### config.mk
export PLATFORM = sky130hd
export DESIGN_NAME = tps_ram
export DESIGN_NICKNAME = d
export VERILOG_FILES = /design/src/tps_ram.sv
export SDC_FILE = /design/constraint.sdc
export NUM_CORES = 1
export LEC_CHECK = 0
export CORE_ASPECT_RATIO = 1.2
export CORE_MARGIN = 1
export CORE_UTILIZATION = 57
export CTS_CLUSTER_SIZE = 40
export DETAILED_ROUTE_END_ITERATION = 10
export DONT_BUFFER_PORTS = 1
export PLACE_DENSITY = 0.75
export SETUP_SLACK_MARGIN = 0.2
export SLEW_MARGIN = 40
export SYNTH_ARGS = -nofsm -noshare
export SYNTH_HDL_FRONTEND = slang
export SYNTH_SLANG_ARGS = --single-unit
### constraint.sdc
create_clock -name clock -period 2.23 [get_ports clock]
set_clock_uncertainty 0.15 [all_clocks]
set_input_delay 0.223 -clock clock [delete_from_list [all_inputs] [get_ports clock]]
set_output_delay 0.223 -clock clock [all_outputs]
set_load 0.01 [all_outputs]
### src/tps_ram.sv
module tps_ram #(
   parameter int WIDTH = 8,
   parameter int DEPTH = 64
) (
   input  logic                     clock,
   input  logic                     wr_en,
   input  logic [$clog2(DEPTH)-1:0] wr_addr,
   input  logic [WIDTH-1:0]         wr_data,
   input  logic                     rd_en,
   input  logic [$clog2(DEPTH)-1:0] rd_addr,
   output logic [WIDTH-1:0]         rd_data
);

   logic [WIDTH-1:0] mem_ff [DEPTH];
   logic [WIDTH-1:0] rd_data_ff;

   always_ff @(posedge clock) begin
      if (wr_en) begin
         mem_ff[wr_addr] <= wr_data;
      end
      if (rd_en) begin
         rd_data_ff <= mem_ff[rd_addr];
      end
   end

   assign rd_data = rd_data_ff;

endmodule

==> results of run 1 <==
## critical path, stage by stage (launching register included)
cell and delay (ns):
edfxtp_1 0.38, mux4_2 0.50, mux4_2 0.52, o21ai_2 0.21
o41ai_2 0.14
## flip-flops by register name, summed over array words and instances (netlist names)
signal	count
mem_ff	512
rd_data	8
## how the worst min path moves through the flow
stage,from,to
global placement,wr_data[3],mem_ff[17][3]$_DFFE_PP_
detailed placement,wr_data[3],mem_ff[17][3]$_DFFE_PP_
CTS,rd_addr[5],rd_data[3]$_DFFE_PP_
floorplan,wr_data[0],mem_ff[0][0]$_DFFE_PP_
finish,rd_addr[5],rd_data[3]$_DFFE_PP_
global route,rd_addr[5],rd_data[3]$_DFFE_PP_
## cell usage after synthesis, types with 7 or more instances
| cell | instances | area (um^2) |
|---|---|---|
| o221ai_1 | 8 | 70.07 |
| buf_2 | 11 | 55.05 |
| edfxtp_1 | 520 | 15610 |
| buf_4 | 13 | 97.59 |
| clkbuf_1 | 17 | 63.81 |
| nor3_1 | 7 | 35.03 |
| nor2b_1 | 14 | 87.58 |
| mux4_2 | 126 | 2838 |
| nand2_1 | 19 | 71.32 |
| mux2_2 | 13 | 146.4 |
| mux2i_1 | 23 | 230.2 |
| nor2_1 | 83 | 311.6 |
| o22ai_1 | 8 | 50.05 |
| nand3_1 | 13 | 65.06 |
| nand2b_1 | 7 | 43.79 |
## per-stage QoR
stage	setup WS (ns)	util [%]	instance area (um^2)	setup TNS [ns]	hold slack, ns
after global routing	0.07930	66.45	23260	0	-0.2679
final	0.06780	66.45	23260	0	-0.2535
after detailed placement	-0.2151	60.33	21120	-0.2904	0.1742
after global placement	-0.1435	60.33	21120	-0.2168	0.1753
after floorplan	0.1717	-	20280	0	0.1719
after CTS	0.09188	66.31	23210	0	-0.2719
## cell families after synthesis
group                  after synthesis  share of synthesized area, %
AOI/OAI and AO/OA                   54                         2.064
buffers and inverters               51                         1.563
DFF                                520                         77.12
muxes                              162                         15.88
and+or+nand+nor                    153                         3.374
## timing repair
| action | CTS | global route |
|---|---|---|
| hold buffers | 25 | 1 |
| pin swaps | 10 | 5 |
| hold endpoints to repair | 583 | 8 |
| gates resized for setup | 27 | 9 |
| setup endpoints to repair | 8 | 13 |
## cell type report
class | instances | share of cell area (%)
sequential | 520 | 67.13
multi-input combinational | 369 | 19.38
clock buffer | 58 | 5.417
timing repair buffer | 107 | 4.368
tap | 462 | 2.485
clock inverter | 26 | 1.221
## report_power, final
group          switching (W)  internal, W  total [W]
sequential         0.0000361       0.0108     0.0109
clock                0.00336      0.00470    0.00806
combinational       0.000433     0.000422   0.000854
## cells in the final DEF (no fill, tap or decap), drive strengths merged, types with 13 or more instances in the layout
master / synthesis / routed
clkbuf: 17 / 58
buf: 34 / 89
edfxtp: 520 / 520
nor2b: 14 / 14
nor2: 83 / 83
mux2: 13 / 13
nand2: 19 / 19
mux2i: 23 / 23
mux4: 126 / 126
clkinv: 0 / 18
dlygate4sd3: 0 / 18
nand3: 13 / 13
## routing by layer
layer	up-vias	global-route usage, %	wire length, um
li1	4145	-	-
met1	5192	33.79	16720
met2	460	42.03	22980
met3	81	3.655	3155
met4	0	8.046	1125
met5	-	0	0
==> impl_metrics.env, run 1 <==
export IMPL_path_max_fanout=1
export IMPL_gp_congestion=0.8299
export IMPL_synthCells=940
export IMPL_row_count=75
export IMPL_reg2reg_from="mem_ff[35][5]$_DFFE_PP_"
export IMPL_drc=0
export IMPL_min_path_type="input port to flip-flop"
export IMPL_cts_sinks=520
export IMPL_nets=1067
export IMPL_layout_min_cycle_time_ns=2.162
export IMPL_die_y_um=208.5
export IMPL_maxCapViolations=0
export IMPL_yosysWarnings=0
export IMPL_dp_hpwl_um=24290
export IMPL_seq_area_frac_synth_pct=77.12
export IMPL_dr_pass1_iters=5
export IMPL_ys_ff_latch=520
export IMPL_ant_nets=0
export IMPL_wl_per_cell_um=28.52
export IMPL_hold_depth=1
export IMPL_worst_r2r_setup_slack_ns=0.07
export IMPL_critPathLaunchType="flip-flop"
export IMPL_synth_main_ff_cell="edfxtp_1"
export IMPL_p_leak_nw=7.388
export IMPL_power_w=0.01979
export IMPL_vdd_ir_drop_max_mv=0.5386
export IMPL_setup_violations=0
export IMPL_antenna_cells=0
export IMPL_synth_nets=963
export IMPL_first_iter_violations=1226
export IMPL_fillers=2085
export IMPL_core_mm2=0.03500
export IMPL_multi_input_area_mm2=0.004507
export IMPL_root_buffer="clkbuf_16"
export IMPL_critPathLaunch="mem_ff[35][5]$_DFFE_PP_"
export IMPL_synth_cell_types=39
export IMPL_rsz0062_at_grt="yes"
export IMPL_violations="negative hold slack"
export IMPL_max_freq_mhz=462.5
export IMPL_async_reset_ff_share_pct=0
export IMPL_drv_slew=0
export IMPL_critPathKind="flip-flop to flip-flop"
export IMPL_grt_max_degree=138
export IMPL_start_util_pct=57.84
export IMPL_grtUsageTotal_pct=24.91
export IMPL_r2r_end="rd_data[5]$_DFFE_PP_"
export IMPL_hold_viol_final=8
export IMPL_cellPowerDensity_mw_per_mm2=850.6
export IMPL_crit_end="rd_data[5]$_DFFE_PP_"
export IMPL_status="finished, violations left"
export IMPL_register_area_mm2=0.01562
export IMPL_synth_edf_count=520
export IMPL_synth_area_mm2=0.02025
export IMPL_grt_antenna_before_repair=0
export IMPL_clk_pin_slew_ns=0.06
export IMPL_hold_slack_ns=-0.2535
export IMPL_area_delta_synth_final_pct=14.88
export IMPL_grt_pass1_wl_um=65170
export IMPL_post_cts_buffers=0
export IMPL_cts_buffer_depth=3
export IMPL_syn_avg_cell_area_um2=21.54
export IMPL_numPlacedInstances=1432
export IMPL_io_buffer_count=0
export IMPL_fp_dieArea_mm2=0.03628
export IMPL_cts_tree="built"
export IMPL_instances_no_fill=1542
export IMPL_relSlewSlack_pct=33.84
export IMPL_ioPinCount=31
export IMPL_r2r_cells=4
export IMPL_grt_pass1_vias=10113
export IMPL_overflow=0
export IMPL_routed_wl_um=43980
export IMPL_clk_latency_ns=0.56
export IMPL_min_period_over_period_pct=96.96
export IMPL_drive_above_1_share_pct=29.07
export IMPL_htreeDepth=2
export IMPL_worstMarginPinSlew_ns=0.9891
export IMPL_dr_total_vias=9878
export IMPL_numCtsBuffers=46
export IMPL_worst_setup_path_end_kind="flip-flop"
export IMPL_routed_via_density=6.406
export IMPL_worstPathArrival_ns=2.30
export IMPL_fp_dieW_um=174.1
export IMPL_cp_required_ns=2.37
(Power assumes the default switching activity.)
==> inputs of run 2 (changes only) <==
--- a/config.mk
+++ b/config.mk
@@ -5,13 +5,13 @@
 export SDC_FILE = /design/constraint.sdc
 export NUM_CORES = 1
 export LEC_CHECK = 0
-export CORE_ASPECT_RATIO = 1.2
+export CORE_ASPECT_RATIO = 0.7
 export CORE_MARGIN = 1
-export CORE_UTILIZATION = 57
+export CORE_UTILIZATION = 50
 export CTS_CLUSTER_SIZE = 40
 export DETAILED_ROUTE_END_ITERATION = 10
 export DONT_BUFFER_PORTS = 1
-export PLACE_DENSITY = 0.75
+export PLACE_DENSITY = 0.68
 export SETUP_SLACK_MARGIN = 0.2
 export SLEW_MARGIN = 40
 export SYNTH_ARGS = -nofsm -noshare
==> impl_metrics.env, run 2 (same netlist as run 1, synthesis figures left out) <==
export IMPL_status="finished, violations left"
export IMPL_violations="negative hold slack"
export IMPL_worstPathArrival_ns=2.28
export IMPL_row_count=61
export IMPL_layout_commonest_cell="edfxtp_1"
export IMPL_grtUsageTotal_pct=22.82
export IMPL_start_util_pct=50.82
export IMPL_r2r_cells=5
export IMPL_dr_total_vias=9874
export IMPL_placed_area_mm2=0.02120
export IMPL_fin_area_mm2=0.02318
export IMPL_dp_hpwl_um=25670
export IMPL_top_register="mem_ff"
export IMPL_largest_reg_flops=512
export IMPL_clk_latency_ns=0.57
export IMPL_cellPowerDensity_mw_per_mm2=833.0
export IMPL_drv_slew=0
export IMPL_root_buffer="clkbuf_16"
export IMPL_htreeDepth=2
export IMPL_ioPinCount=31
export IMPL_vdd_ir_drop_max_mv=0.7168
export IMPL_drive_above_1_share_pct=28.33
export IMPL_ant_nets=0
export IMPL_instances_no_fill=1616
export IMPL_maxCapViolations=0
export IMPL_layout_min_cycle_time_ns=2.125
export IMPL_rsz0062_at_grt="yes"
export IMPL_cts_buffer_depth=3
export IMPL_fp_dieArea_mm2=0.04131
export IMPL_fillers=2890
export IMPL_overflow=0
export IMPL_routed_wl_um=45520
export IMPL_reg2reg_from="mem_ff[16][4]$_DFFE_PP_"
export IMPL_layout_common_cells="edfxtp_1 (520), mux4_2 (126), buf_4 (81)"
export IMPL_grt_pass1_wl_um=67400
export IMPL_max_freq_mhz=470.6
export IMPL_fp_dieW_um=242.5
export IMPL_first_iter_violations=1247
export IMPL_worstMarginPinSlew_ns=0.6908
export IMPL_wl_per_cell_um=28.17
export IMPL_hold_buffers=27
export IMPL_critPathLaunch="mem_ff[16][4]$_DFFE_PP_"
export IMPL_worst_r2r_setup_slack_ns=0.11
export IMPL_setup_violations=0
export IMPL_p_leak_nw=7.312
export IMPL_die_y_um=170.4
export IMPL_min_path_type="input port to flip-flop"
export IMPL_drc=0
export IMPL_numCtsBuffers=47
export IMPL_dr_pass1_iters=5
export IMPL_hold_viol_final=8
export IMPL_utilization_pct=58.18
export IMPL_numPlacedInstances=1504
export IMPL_critPathKind="flip-flop to flip-flop"
export IMPL_grt_antenna_before_repair=0
export IMPL_worst_setup_path_end_kind="flip-flop"
export IMPL_cp_required_ns=2.39
export IMPL_crit_end="rd_data[4]$_DFFE_PP_"
export IMPL_cts_tree="built"
export IMPL_core_mm2=0.03984
export IMPL_grt_max_degree=138
export IMPL_hold_slack_ns=-0.2583
export IMPL_nets=1069
export IMPL_clk_pin_slew_ns=0.06
export IMPL_routed_via_density=6.110
export IMPL_grt_pass1_vias=9849
export IMPL_r2r_end="rd_data[4]$_DFFE_PP_"
export IMPL_area_delta_synth_final_pct=14.48
export IMPL_relSlewSlack_pct=53.95
export IMPL_path_max_fanout=1
export IMPL_critPathLaunchType="flip-flop"
export IMPL_io_buffer_count=0
export IMPL_cts_sinks=520
export IMPL_min_period_over_period_pct=95.29
export IMPL_gp_congestion=0.7985
-- run 2: cell types whose count changed in the layout (fill, tap and decap cells not counted), moves of 2 or more --
cell	change
a221oi_2	+3
clkinv_1	+5
clkinvlp_4	-2
clkinv_4	-2
a221oi_4	-3
bufinv_16	-4
buf_4	+2
buf_6	-2
clkbuf_1	+3
-- run 2: layout make-up --
class	count	area [um^2]	share of cell area (%)
timing repair buffer	108	1023	4.416
tap	535	669.4	2.888
sequential	520	15620	67.37
multi-input combinational	369	4452	19.21
clock buffer	61	1271	5.484
clock inverter	22	145.1	0.6262
antenna	1	2.502	0.01080
-- run 2: through the flow --
step           setup TNS, ns  hold slack [ns]  total power [W]  setup WS [ns]
6_report                   0          -0.2583          0.01931         0.1050
5_1_grt                    0          -0.2698          0.01985        0.06960
4_1_cts                    0          -0.2878          0.01945         0.1247
3_5_place_dp         -0.2345           0.1766          0.01167        -0.1646
3_3_place_gp         -0.2165           0.1773          0.01166        -0.1571
2_1_floorplan              0           0.1719          0.01165         0.1717
-- run 2: what timing repair did --
action / in CTS / in global routing
gates cloned: 0 / 0
resized for setup: 28 / 2
pin swaps: 6 / 4
buffers inserted: 0 / 1
hold endpoints to repair: 572 / 8
setup endpoints to repair: 8 / 27
-- run 2: report_power, final --
group          switching (W)  internal, W
logic               0.000450     0.000418
clock network        0.00334      0.00423
registers          0.0000394       0.0108
-- run 2: how the worst min path moves through the flow --
| stage | slack [ns] | start | depth (start not counted) | to |
|---|---|---|---|---|
| after floorplan | 0.17 | wr_data[0] | 0 | mem_ff[0][0]$_DFFE_PP_ |
| after global placement | 0.18 | wr_data[5] | 0 | mem_ff[3][5]$_DFFE_PP_ |
| after detailed placement | 0.18 | wr_data[0] | 0 | mem_ff[40][0]$_DFFE_PP_ |
| after CTS | -0.29 | rd_addr[5] | 1 | rd_data[5]$_DFFE_PP_ |
| after global routing | -0.27 | rd_addr[5] | 1 | rd_data[3]$_DFFE_PP_ |
| final | -0.26 | rd_addr[5] | 1 | rd_data[5]$_DFFE_PP_ |
-- run 2: layer usage --
metal  up-vias  track usage (%)  wire (um)
met1      5195            35.18      20350
met5         -                0          0
met4         0            6.879       1239
met3        80            4.037       3741
met2       452            33.46      20190
li1       4147                -          -
-- run 2: critical path, cell delays in order, from the launching register on --
cell      delay [ns]
edfxtp_1        0.37
mux4_2          0.48
mux2_2          0.29
o221a_4         0.28
nor3_4          0.18
o32ai_1         0.12
==> inputs of run 3 (changes only) <==
--- a/config.mk
+++ b/config.mk
@@ -5,6 +5,7 @@
 export SDC_FILE = /design/constraint.sdc
 export NUM_CORES = 1
 export LEC_CHECK = 0
+export ABC_AREA = 1
 export CORE_ASPECT_RATIO = 0.7
 export CORE_MARGIN = 1
 export CORE_UTILIZATION = 50
==> impl_metrics.env, run 3 <==
export IMPL_area_delta_synth_final_pct=12.07
export IMPL_drv_slew=0
export IMPL_critPathKind="input port to flip-flop"
export IMPL_numCtsBuffers=47
export IMPL_overflow=0
export IMPL_antenna_cells=0
export IMPL_ioPinCount=31
export IMPL_die_y_um=175.2
export IMPL_relSlewSlack_pct=45.41
export IMPL_setup_violations=0
export IMPL_min_path_type="input port to flip-flop"
export IMPL_synth_mux_area_share_pct=0
export IMPL_yosysWarnings=0
export IMPL_synth_area_mm2=0.02142
export IMPL_drive_above_1_share_pct=9.053
export IMPL_first_iter_violations=1796
export IMPL_synth_adder_area_share_pct=0
export IMPL_start_util_pct=50.70
export IMPL_dr_pass1_iters=5
export IMPL_layout_min_cycle_time_ns=2.066
export IMPL_routed_via_density=5.728
export IMPL_cp_required_ns=2.53
export IMPL_layout_common_cells="nand2_1 (648), edfxtp_1 (520), nand3_1 (436)"
export IMPL_ys_ff_latch=520
export IMPL_synthSimpleGateAreaFrac_pct=23.09
export IMPL_seq_area_frac_synth_pct=72.90
export IMPL_synth_main_ff_cell="edfxtp_1"
export IMPL_synth_cell_types=15
export IMPL_synth_compound_area_share_pct=0
export IMPL_layout_commonest_cell="nand2_1"
export IMPL_root_buffer="clkbuf_16"
export IMPL_cts_tree="built"
export IMPL_io_buffer_count=0
export IMPL_top_register="mem_ff"
export IMPL_cpPeakStageDelay_ns=0.50
export IMPL_rsz0062_at_grt="no"
export IMPL_row_count=63
export IMPL_grt_max_degree=258
export IMPL_largest_reg_flops=512
export IMPL_top_layer_used="met4"
export IMPL_synth_edf_count=520
export IMPL_worst_r2r_setup_slack_ns=0.50
export IMPL_cp_slowest_cell="inv_6"
export IMPL_hold_viol_final=0
export IMPL_min_period_over_period_pct=92.63
export IMPL_worst_setup_path_end_kind="flip-flop"
export IMPL_power_w=0.01979
export IMPL_instances_no_fill=2452
export IMPL_cellPowerDensity_mw_per_mm2=824.5
export IMPL_hold_slack_ns=0.008233
export IMPL_synth_largest_area_cell="edfxtp_1"
export IMPL_cts_buffer_depth=3
export IMPL_nets=1886
export IMPL_dr_total_vias=14046
export IMPL_cts_sinks=520
export IMPL_fp_dieW_um=249.4
export IMPL_htreeDepth=2
export IMPL_core_mm2=0.04225
export IMPL_synth_top_family_by_area="simple AND/OR/NAND/NOR gates"
export IMPL_r2r_end="rd_data[2]$_DFFE_PP_"
export IMPL_wl_met3_um=6363
export IMPL_worstPathArrival_ns=2.37
export IMPL_post_place_ws_ns=0.2009
export IMPL_grt_pass1_wl_um=81010
export IMPL_path_max_fanout=257
export IMPL_numPlacedInstances=2341
export IMPL_synth_xor_area_share_pct=0
export IMPL_ant_nets=0
export IMPL_min_from="rd_addr[2]"
export IMPL_grt_antenna_before_repair=0
export IMPL_critPathLaunchType="input port"
export IMPL_timing_final_ws_setup_ns=0.1645
export IMPL_worstMarginPinSlew_ns=0.8189
export IMPL_tns_ns=0
export IMPL_min_delay_worst_endpoint="rd_data[5]$_DFFE_PP_"
export IMPL_synth_nets=1828
export IMPL_drc=0
export IMPL_yosys_top_cells_area="edfxtp_1 (73%), nand2_1 (11%), nand3_1 (10%)"
export IMPL_hold_depth=6
export IMPL_maxCapViolations=0
export IMPL_synth_top_area_share_pct=72.90
export IMPL_async_reset_ff_share_pct=0
export IMPL_fp_dieArea_mm2=0.04368
export IMPL_crit_path_cell_trace="inv_6 -> buf_12 -> buf_4 -> nand2_1 -> nand3_1 -> nand3_1 -> nand2_1 -> nand2_1 -> nand3_1 -> nand3_1 -> nand2_1"
export IMPL_reg2reg_from="mem_ff[13][2]$_DFFE_PP_"
export IMPL_grtUsageTotal_pct=24.94
export IMPL_post_cts_buffers=0
export IMPL_gp_congestion=0.8606
export IMPL_synth_common_cells="nand2_1 (648), edfxtp_1 (520), nand3_1 (439)"
export IMPL_syn_avg_cell_area_um2=11.87
export IMPL_synthCells=1805
export IMPL_r2r_cells=8
export IMPL_routed_wl_um=54130
export IMPL_p_leak_nw=8.695
export IMPL_clk_latency_ns=0.58
export IMPL_yosysMostFrequentCell="nand2_1"
export IMPL_crit_family="buffers and inverters"
export IMPL_clk_pin_slew_ns=0.07
export IMPL_path_buf_inv=3
export IMPL_met1_length_um=23160
export IMPL_dr_wl_met2_um=23370
export IMPL_max_freq_mhz=484.1
export IMPL_vdd_ir_drop_max_mv=0.6130
export IMPL_wl_per_cell_um=22.07
export IMPL_grt_pass1_vias=13021
export IMPL_status="finished clean"
export IMPL_dp_hpwl_um=30190
[run 3: cell count changes after synthesis, sizes merged, moves of 8 or more]
cell and change:
nand2 +629, nand3 +426, mux4 -126, buf +64, nor2 -27, mux2i -23, nor2b -14, mux2 -13
inv +12, o221ai -8, o22ai -8
[run 3: worst max path at each step]
| stage | startpoint | to | slack, ns | cells after the start |
|---|---|---|---|---|
| after floorplan | wr_en | mem_ff[48][0]$_DFFE_PP_ | 0.09 | 3 |
| after global placement | rd_addr[3] | rd_data[3]$_DFFE_PP_ | 0.17 | 5 |
| after detailed placement | rd_addr[0] | rd_data[5]$_DFFE_PP_ | 0.20 | 11 |
| after CTS | mem_ff[53][5]$_DFFE_PP_ | rd_data[5]$_DFFE_PP_ | 0.26 | 9 |
| after global routing | mem_ff[7][3]$_DFFE_PP_ | rd_data[3]$_DFFE_PP_ | 0.43 | 8 |
| final | rd_addr[0] | rd_data[5]$_DFFE_PP_ | 0.16 | 11 |
[run 3: worst register-to-register path, stage by stage (launching register included)]
cell and delay, ns:
edfxtp_1 0.37, nand2_1 0.08, nand3_1 0.10, nand3_1 0.14
nand2_1 0.07, nand2_1 0.08, nand3_1 0.22, nand3_1 0.21
nand2_1 0.07
[run 3: through the flow]
step	util, %	instance area [um^2]
CTS	56.80	24000
global placement	52.44	22160
floorplan	-	21420
detailed placement	52.44	22160
finish	56.81	24000
global route	56.81	24000
[run 3: kinds of logic (layout without fill, tap and decap cells)]
group                  after synthesis  count (layout)
buffers and inverters              125             220
flip-flops                         520             520
AND/OR/NAND/NOR                   1160            1160
[run 3: layout make-up]
type,count,area [um^2]
clock buffers,60,1267
clock inverters,26,163.9
fillers,3433,18250
inverters,12,52.55
multi-input cells,1160,4961
flip-flops and latches,520,15620
well taps,552,690.7
repair buffers,122,1254
[run 3: layer usage]
| layer | global-route usage, % | vias to the layer above |
|---|---|---|
| met4 | 6.584 | 0 |
| met1 | 37.74 | 6795 |
| met3 | 6.554 | 84 |
| met2 | 35.65 | 699 |
| met5 | 0 | - |
| li1 | - | 6468 |
[run 3: power breakdown]
part	switching (W)	internal (W)	total [W]
registers	0.0000485	0.0108	0.0109
clock network	0.00352	0.00424	0.00776
logic	0.000793	0.000357	0.00115
total	0.00436	0.0154	0.0198
[run 3: repair_timing]
action,in CTS,in global routing
endpoints found under the setup margin,0,2
hold buffers,26,1
resized for setup,0,3
endpoints found under the hold margin,584,1
